[config.mk]
export PLATFORM = sky130hd
export DESIGN_NAME = sdsh_ctrl
export DESIGN_NICKNAME = d
export VERILOG_FILES = /design/src/rtl/sdsh_pkg.sv /design/src/rtl/sdsh_ctrl.sv
export SDC_FILE = /design/constraint.sdc
export NUM_CORES = 1
export LEC_CHECK = 0
export BUFFER_PORTS_ARGS = -buffer_cell sky130_fd_sc_hd__buf_2
export CAP_MARGIN = 30
export CORE_AREA = 2 2 39 41
export CTS_CLUSTER_DIAMETER = 100
export DETAILED_ROUTE_END_ITERATION = 8
export DIE_AREA = 0 0 41 43
export PLACE_DENSITY = 0.48
export RECOVER_POWER = 50
export SYNTH_ARGS = -nofsm -noshare
export SYNTH_HDL_FRONTEND = slang
export SYNTH_SLANG_ARGS = --single-unit
[constraint.sdc]
create_clock -name i_clk -period 2.2 [get_ports i_clk]
set_clock_uncertainty 0.15 [all_clocks]
set_input_delay 0.11 -clock i_clk [delete_from_list [all_inputs] [get_ports i_clk]]
set_output_delay 0.11 -clock i_clk [all_outputs]
set_load 0.005 [all_outputs]
[src/rtl/sdsh_pkg.sv]
`timescale 1ns / 1ps
// ----------------------------------------------------------------------------
// sdsh_pkg: shared types for the sorted drill size histogram
// Item and result structs, and the command and status groups that pass
// between the controller and the datapath.
// ----------------------------------------------------------------------------
package sdsh_pkg;

    localparam int KEY_W = 20;
    localparam int ID_W  = 16;
    localparam int CNT_W = 16;
    localparam int EC_W  = 7;

    typedef struct packed {
        logic             kind;
        logic [KEY_W-1:0] hole_size;
        logic             is_via;
        logic [ID_W-1:0]  element_id;
        logic             unplated;
    } t_hole_item;

    typedef struct packed {
        logic [KEY_W-1:0] drill_size;
        logic [CNT_W-1:0] pin_count;
        logic [CNT_W-1:0] via_count;
        logic [CNT_W-1:0] unplated_count;
        logic [EC_W-1:0]  element_count;
        logic             entry_valid;
        logic             overflow;
        logic             last;
    } t_drill_result;

    typedef struct packed {
        logic load;
        logic step;
        logic take;
        logic insert;
        logic set_ovf;
        logic update;
        logic elem_step;
        logic elem_write;
        logic emit;
        logic clear;
    } t_cmd;

    typedef struct packed {
        logic at_end;
        logic key_lt;
        logic key_eq;
        logic full;
        logic is_via;
        logic k_end;
        logic match;
        logic elem_full;
        logic used_zero;
        logic dump_last;
    } t_status;

endpackage

[src/rtl/sdsh_ctrl.sv]
`timescale 1ns / 1ps
// ----------------------------------------------------------------------------
// sdsh_ctrl: sequencer for the drill size histogram
// Walks a hole through key search, insertion, count update and element
// search, and steps a dump through the table.
// ----------------------------------------------------------------------------
module sdsh_ctrl (
    input  logic             i_clk,
    input  logic             i_rst_n,
    input  logic             start,
    input  logic             i_kind,
    input  sdsh_pkg::t_status i_status,
    output sdsh_pkg::t_cmd   o_cmd,
    output logic             busy
);

    localparam logic [2:0] S_IDLE   = 3'd0;
    localparam logic [2:0] S_SEARCH = 3'd1;
    localparam logic [2:0] S_UPD    = 3'd2;
    localparam logic [2:0] S_ELOOP  = 3'd3;
    localparam logic [2:0] S_DUMP   = 3'd4;

    logic [2:0] r_state;
    logic [2:0] n_state;

    always_comb begin
        n_state = r_state;
        o_cmd   = '0;
        case (r_state)
            S_IDLE: begin
                if (start) begin
                    o_cmd.load = 1'b1;
                    n_state    = i_kind ? S_DUMP : S_SEARCH;
                end
            end
            S_SEARCH: begin
                if (!i_status.at_end && i_status.key_lt) begin
                    o_cmd.step = 1'b1;
                end else if (!i_status.at_end && i_status.key_eq) begin
                    o_cmd.take = 1'b1;
                    n_state    = S_UPD;
                end else if (i_status.full) begin
                    o_cmd.set_ovf = 1'b1;
                    n_state       = S_IDLE;
                end else begin
                    o_cmd.insert = 1'b1;
                    n_state      = S_UPD;
                end
            end
            S_UPD: begin
                o_cmd.update = 1'b1;
                n_state      = i_status.is_via ? S_IDLE : S_ELOOP;
            end
            S_ELOOP: begin
                if (i_status.k_end) begin
                    if (i_status.elem_full) begin
                        o_cmd.set_ovf = 1'b1;
                    end else begin
                        o_cmd.elem_write = 1'b1;
                    end
                    n_state = S_IDLE;
                end else if (i_status.match) begin
                    n_state = S_IDLE;
                end else begin
                    o_cmd.elem_step = 1'b1;
                end
            end
            S_DUMP: begin
                o_cmd.emit = 1'b1;
                if (i_status.used_zero || i_status.dump_last) begin
                    o_cmd.clear = 1'b1;
                    n_state     = S_IDLE;
                end
            end
            default: begin
                n_state = S_IDLE;
            end
        endcase
    end

    always_ff @(posedge i_clk) begin
        if (!i_rst_n) begin
            r_state <= S_IDLE;
        end else begin
            r_state <= n_state;
        end
    end

    assign busy = (r_state != S_IDLE);

endmodule

==> metrics.csv, run 1 <==
stage;metric;value;unit
power;power_density;471;nW/um^2
floorplan;dieArea;1760;sq um
timing;slew_headroom;0.826;
worst_setup_path;critPathMaxStageDelay;0.44;ns
routing;viasPerCell;4.44;
clock_network;cts_max_level;1;
routing;wl_met1;354;um
global_routing;grt_pass1_vias;296;
clock_network;post_cts_buffers;0;
placed_design;io_buffers;24;
synth;ys_async_sr_fraction;0;
routing;top_layer;met3;
power;leakagePower;0.000261;uW
clock_network;clkSlewWorstSetupHoldPaths;0.04;ns
power;peakVddDrop;0.170;mV
final_layout;regMostFlops;r_state;
floorplan;core_area;1380;sq um
worst_setup_path;cp.arrival;1.61;ns
routing;vias;386;
global_routing;grt_pass1_wl;1.15;mm
routing;first_iter_violations;5;
worst_setup_path;required;1.94;ns
placed_design;pre_cts_slack;0.598;ns
timing;final.period_utilization;0.848;
timing;fmax;536;MHz
global_routing;track_usage;0.0972;
timing;setup_slack;0.335;ns
final_layout;drive_gt1_frac;0.408;
floorplan;die_w;41;um
synth;ys.warnings.count;0;
clock_network;cts_buffers;3;
final_layout;syn2layout_area_growth;60.4;%
global_routing;grt_overflow;0;
synth;synth_area;282;sq um
timing;rsz0062_at_grt;no;
final_layout;diodes;0;
floorplan;core.rowCount;14;
timing;setup_viol;0;
routing;drtAntennaViolNets;0;
final_layout;final_cell_mix;buf_2, nor2_1, inv_1, nand2_1, clkbuf_1;
clock_network;cts-root-buf;clkbuf_4;
routing;remaining_drc_errors;0;
routing;drtPass1Iterations;2;
worst_setup_path;startpoint_type;flop;
clock_network;clock-sinks;3;
worst_setup_path;crit_path_max_fanout;9;
routing;wl_met2;360;um
final_layout;fill_cells;170;
synth;synth_nets;56;
job;max_cap_violations;0;
synth;yosysTopAreaCell;dfxtp_1;
final_layout;final_nets;86;
routing;wl_per_cell;9.32;um
worst_setup_path;end_kind;output pin;
worst_setup_path;rrSetupSlack;0.60;ns
final_layout;largest_register_ffs;3;
worst_setup_path;crit_chain;or3b_1 -> or3_1 -> inv_1 -> buf_2;
timing;fin_tns_setup;0;ns
synth;synth_top_area_share;0.213;
placed_design;place.gp.congestion;0.641;
final_layout;final_common_cell;buf_2;
routing;met3WireLength;97;um
timing;drv_slew;0;
timing;tightest_slew;0.257;ns
placed_design;dp_hpwl;664;um
global_routing;antenna_found_initial;0;
worst_setup_path;path_class;flop to output pin;
clock_network;cts.path.max_buffers;2;
global_routing;grt_start_max_net_pins;10;
synth;ys_ff_latch;3;
floorplan;ios;25;
worst_setup_path;cpMaxStageDelayCell;or3b_1;
routing;wirelength;811;um
synth;synth-edff-count;0;
hold_path;hp-class;input pin to flop;
synth;synthTopCellsByArea;dfxtp_1, nor2_1, inv_1;
synth;synthFlopType;dfxtp_1;
floorplan;initial_utilization;0.203;
synth;avgSynthCellArea;6.70;sq um
clock_network;cts_tree;done;
synth;synth_cells;42;
outcome;status;finished clean;
synth;netlist-cell-type-count;23;
floorplan;fp.dieH;43;um
timing;fin_crit;1.87;ns
final_layout;largestRegisters;r_state (3);
clock_network;clk_latency;0.23;ns
synth;ys_seq_area_frac;0.213;
timing;hold_violations;0;
[cells in the mapped netlist, drive strengths merged, types with 2 or more instances]
master,n
nor2,7
nor3,2
a21oi,2
or3,2
dfxtp,3
nand2,4
or2b,2
inv,6
[logic make-up (layout without fill, tap and decap cells)]
logic type | count (synthesis) | in the layout | share of synthesized area
buf+inv | 6 | 35 | 0.0800
simple gates | 23 | 23 | 0.458
compound gates | 10 | 10 | 0.249
flops | 3 | 3 | 0.213
[worst max-delay path: cells and delay by family, from the launching register on]
| family | cells | cell delay (ns) |
|---|---|---|
| flip-flops | 1 | 0.43 |
| AND/OR/NAND/NOR | 2 | 0.79 |
| buffers and inverters | 2 | 0.16 |
[report_power, final]
part	switching, uW	total, uW	internal [uW]
Combinational	24.4	53.0	28.6
Sequential	4.66	62.3	57.6
Clock	29.5	97.6	68.0
[per-layer routing]
metal | global-route usage | vias up
met5 | 0 | -
met4 | 0.0800 | 0
li1 | - | 203
met3 | 0.0314 | 0
met1 | 0.109 | 165
met2 | 0.141 | 18
[layout make-up]
class,count,area [sq um],share of cell area
Multi-Input combinational cell,33,196,0.435
Timing Repair Buffer,25,126,0.280
Clock buffer,4,26.3,0.0582
Inverter,6,22.5,0.0499
Tap cell,16,20.0,0.0443
Sequential cell,3,60.1,0.133
[path summary, 6_finish.rpt]
kind / start / end / cells past startpoint
worst min-delay path: i_status[1] / r_state[2] / 4
worst max register to register: r_state[0] / r_state[1] / 3
worst min register to register: r_state[2] / r_state[2] / 2
worst max-delay path: r_state[0] / o_cmd[8] / 4
[repair_timing]
action / CTS / global route
endpoints found under the hold margin: 1 / 0
resized for setup: 0 / 0
hold buffers: 1 / 0
[per-stage QoR]
stage	hold slack [ns]	std cells	util	total power, uW	cell area (sq um)
6_report	0.0113	87	0.326	213	452
5_1_grt	0.0210	87	0.326	233	452
4_1_cts	0.00205	87	0.331	221	458
3_5_place_dp	0.212	82	0.305	117	422
3_3_place_gp	0.210	82	0.305	117	422
2_1_floorplan	0.0761	42	-	90.0	282
Note: power is estimated with default switching activity, not from simulation.
==> run 2, diff against run 1 <==
--- a/config.mk
+++ b/config.mk
@@ -5,13 +5,14 @@
 export SDC_FILE = /design/constraint.sdc
 export NUM_CORES = 1
 export LEC_CHECK = 0
+export ABC_AREA = 1
 export BUFFER_PORTS_ARGS = -buffer_cell sky130_fd_sc_hd__buf_2
 export CAP_MARGIN = 30
 export CORE_AREA = 2 2 39 41
 export CTS_CLUSTER_DIAMETER = 100
 export DETAILED_ROUTE_END_ITERATION = 8
 export DIE_AREA = 0 0 41 43
-export PLACE_DENSITY = 0.48
+export PLACE_DENSITY = 0.53
 export RECOVER_POWER = 50
 export SYNTH_ARGS = -nofsm -noshare
 export SYNTH_HDL_FRONTEND = slang
==> constraint.sdc (replaced) <==
create_clock -name i_clk -period 1.6 [get_ports i_clk]
set_clock_uncertainty 0.15 [all_clocks]
set_input_delay 0.08 -clock i_clk [delete_from_list [all_inputs] [get_ports i_clk]]
set_output_delay 0.08 -clock i_clk [all_outputs]
set_load 0.005 [all_outputs]
==> run 2 against run 1 <==
Utilization up 2.4 points; routed wire length up 8.1%; final cell count up 20%; register-to-register slack worse by 0.38 ns; first-iteration DRC count down 40%; critical path depth up 2; power up 68%; die area unchanged; non-clock buffer count unchanged; clock power up 38%; critical path type unchanged.
==> metrics.csv, run 2 <==
stage;metric;value;unit
synth;avgSynthCellArea;5.28;sq um
final_layout;diodes;0;
synth;synth-edff-count;0;
synth;ys.warnings.count;0;
synth;yosys-top-cells-count;inv_1, nand2_1, nand3_1, nor2_1, nor2_2;
synth;synth_nets;73;
synth;ys_seq_area_frac;0.193;
power;p_sw;125;uW
power;power_frac_clock;0.378;
worst_setup_path;cp.arrival;1.22;ns
final_layout;regArea;60.1;sq um
timing;slew_headroom;0.823;
outcome;status;finished clean;
timing;hold_violations;0;
worst_setup_path;crit_path_max_fanout;5;
floorplan;ios;25;
job;max_cap_violations;0;
global_routing;grt_pass1_wl;1.28;mm
synth;synthTopCellsByArea;dfxtp_1, inv_1, nand2_1;
placed_design;dp_hpwl;748;um
timing;rsz0062_at_grt;no;
final_layout;largestRegisters;r_state (3);
final_layout;multi_input_area;196;sq um
worst_setup_path;crit_chain;inv_2 -> nand2_1 -> nor2_2 -> nand2_1 -> nor3b_1 -> buf_2;
final_layout;fill_cells;171;
timing;fin_crit;1.45;ns
power;p_seq_frac;0.264;
timing;tightest_slew;0.265;ns
floorplan;initial_utilization;0.225;
routing;vias;421;
floorplan;core_area;1380;sq um
final_layout;largest_register_ffs;3;
synth;synthFlopType;dfxtp_1;
placed_design;pre_cts_slack;0.346;ns
synth;synth_most_common_cell;inv_1;
clock_network;clk_latency;0.24;ns
global_routing;use_met3;0.0785;
synth;synth_area;312;sq um
power;leakagePower;0.000297;uW
clock_network;post_cts_buffers;0;
routing;drtPass1Iterations;2;
global_routing;grt_pass1_vias;359;
worst_setup_path;required;1.37;ns
timing;setup_viol;0;
global_routing;use_met2;0.181;
timing;fmax;688;MHz
power;power_density;737;nW/um^2
final_layout;final_nets;103;
routing;remaining_drc_errors;0;
power;p_comb_frac;0.358;
floorplan;core.rowCount;14;
final_layout;regMostFlops;r_state;
clock_network;cts_buffers;3;
timing;setup_slack;0.147;ns
worst_setup_path;crit_top_cell;nand2_1;
worst_setup_path;path_delay_family;simple AND/OR/NAND/NOR gates;
routing;first_iter_violations;3;
global_routing;grt_start_max_net_pins;7;
synth;ys_async_sr_fraction;0;
final_layout;final_cells;104;
worst_setup_path;end_kind;output pin;
timing;fin_tns_setup;0;ns
synth;synth_top_area_share;0.193;
worst_setup_path;critPathMaxStageDelay;0.35;ns
clock_network;clock-sinks;3;
floorplan;die_w;41;um
clock_network;cts_max_level;1;
placed_design;dp.cells;99;
power;p_int;232;uW
timing;drv_slew;0;
global_routing;track_usage;0.113;
final_layout;final_cell_mix;buf_2, inv_1, nand2_1, nor2_1, nand3_1;
routing;drtAntennaViolNets;0;
final_layout;drive_gt1_frac;0.375;
placed_design;io_buffers;24;
synth;yosysTopAreaCell;dfxtp_1;
synth;synth_cells;59;
synth;ys_ff_latch;3;
synth;netlist-cell-type-count;12;
global_routing;busiest_layer;met2;
power;swShare;0.349;
global_routing;grt_overflow;0;
floorplan;fp.dieH;43;um
clock_network;clkSlewWorstSetupHoldPaths;0.04;ns
placed_design;place.gp.congestion;0.828;
routing;wl_per_cell;8.43;um
worst_setup_path;path_class;flop to output pin;
clock_network;cts_tree;done;
worst_setup_path;critPathBufInv;2;
clock_network;cts.path.max_buffers;2;
worst_setup_path;startpoint_type;flop;
power;peakVddDrop;0.380;mV
clock_network;cts-root-buf;clkbuf_4;
global_routing;grtUsageMet1;0.109;
final_layout;final_common_cell;buf_2;
global_routing;antenna_found_initial;0;
worst_setup_path;cpMaxStageDelayCell;dfxtp_1;
floorplan;dieArea;1760;sq um
routing;wirelength;877;um
timing;final.period_utilization;0.908;
routing;viasPerCell;4.05;
final_layout;syn2layout_area_growth;55.4;%
hold_path;hp-class;input pin to flop;
run 2: cell types whose count changed after synthesis, moves of 2 or more:
cell	change
nor2_2	+5
nand2_1	+8
nand3_1	+6
nand2_2	+2
or2b_2	-2
inv_1	+7
a21oi_1	+2
run 2: layout make-up:
type / count / share of cell area
clock buffer: 4 / 0.0543
inverter: 14 / 0.109
multi-input combinational: 42 / 0.406
sequential: 3 / 0.124
tap: 16 / 0.0413
timing repair buffer: 25 / 0.266
run 2: kinds of logic after synthesis:
logic type / Yosys count / share of synthesized area
flops: 3 / 0.193
simple gates: 36 / 0.542
buf+inv: 14 / 0.169
compound gates: 6 / 0.0964
run 2: per-layer routing:
metal	vias up	wire length, um
met5	-	0
li1	239	-
met3	0	90
met4	0	0
met1	163	393
met2	19	393
run 2: timing repair:
action | CTS | global route
hold buffers | 1 | 0
endpoints found under the setup margin | 0 | 1
resized for setup | 0 | 1
hold endpoints to repair | 3 | 0
run 2: stage by stage:
stage	instance area [sq um]	utilization	hold slack, ns	total power [uW]
floorplan	312	-	0.0411	172
global placement	452	0.326	0.198	225
detailed placement	452	0.326	0.197	224
CTS	488	0.353	0.00736	365
global route	484	0.350	0.0244	390
finish	484	0.350	0.00324	357
run 2: worst min-delay path, cell delays in order:
cell and delay [ns]:
buf_2 0.07, nor2_1 0.03, nand2_1 0.09, a21oi_1 0.07
run 2: worst paths after layout:
check	from	to	slack (ns)	cells past startpoint
max	r_state[2]	o_cmd[6]	0.15	6
min	i_status[3]	r_state[1]	0.003	4
max reg2reg	r_state[0]	r_state[2]	0.22	6
min reg2reg	r_state[1]	r_state[1]	0.53	4
run 2: power groups by stage:
stage	Combinational (uW)	Sequential, uW	Clock [uW]
6_report	128	94.1	135
5_1_grt	148	95.7	147
4_1_cts	130	95.0	140
3_5_place_dp	128	96.2	0
3_3_place_gp	129	95.8	0
2_1_floorplan	78.0	94.0	0
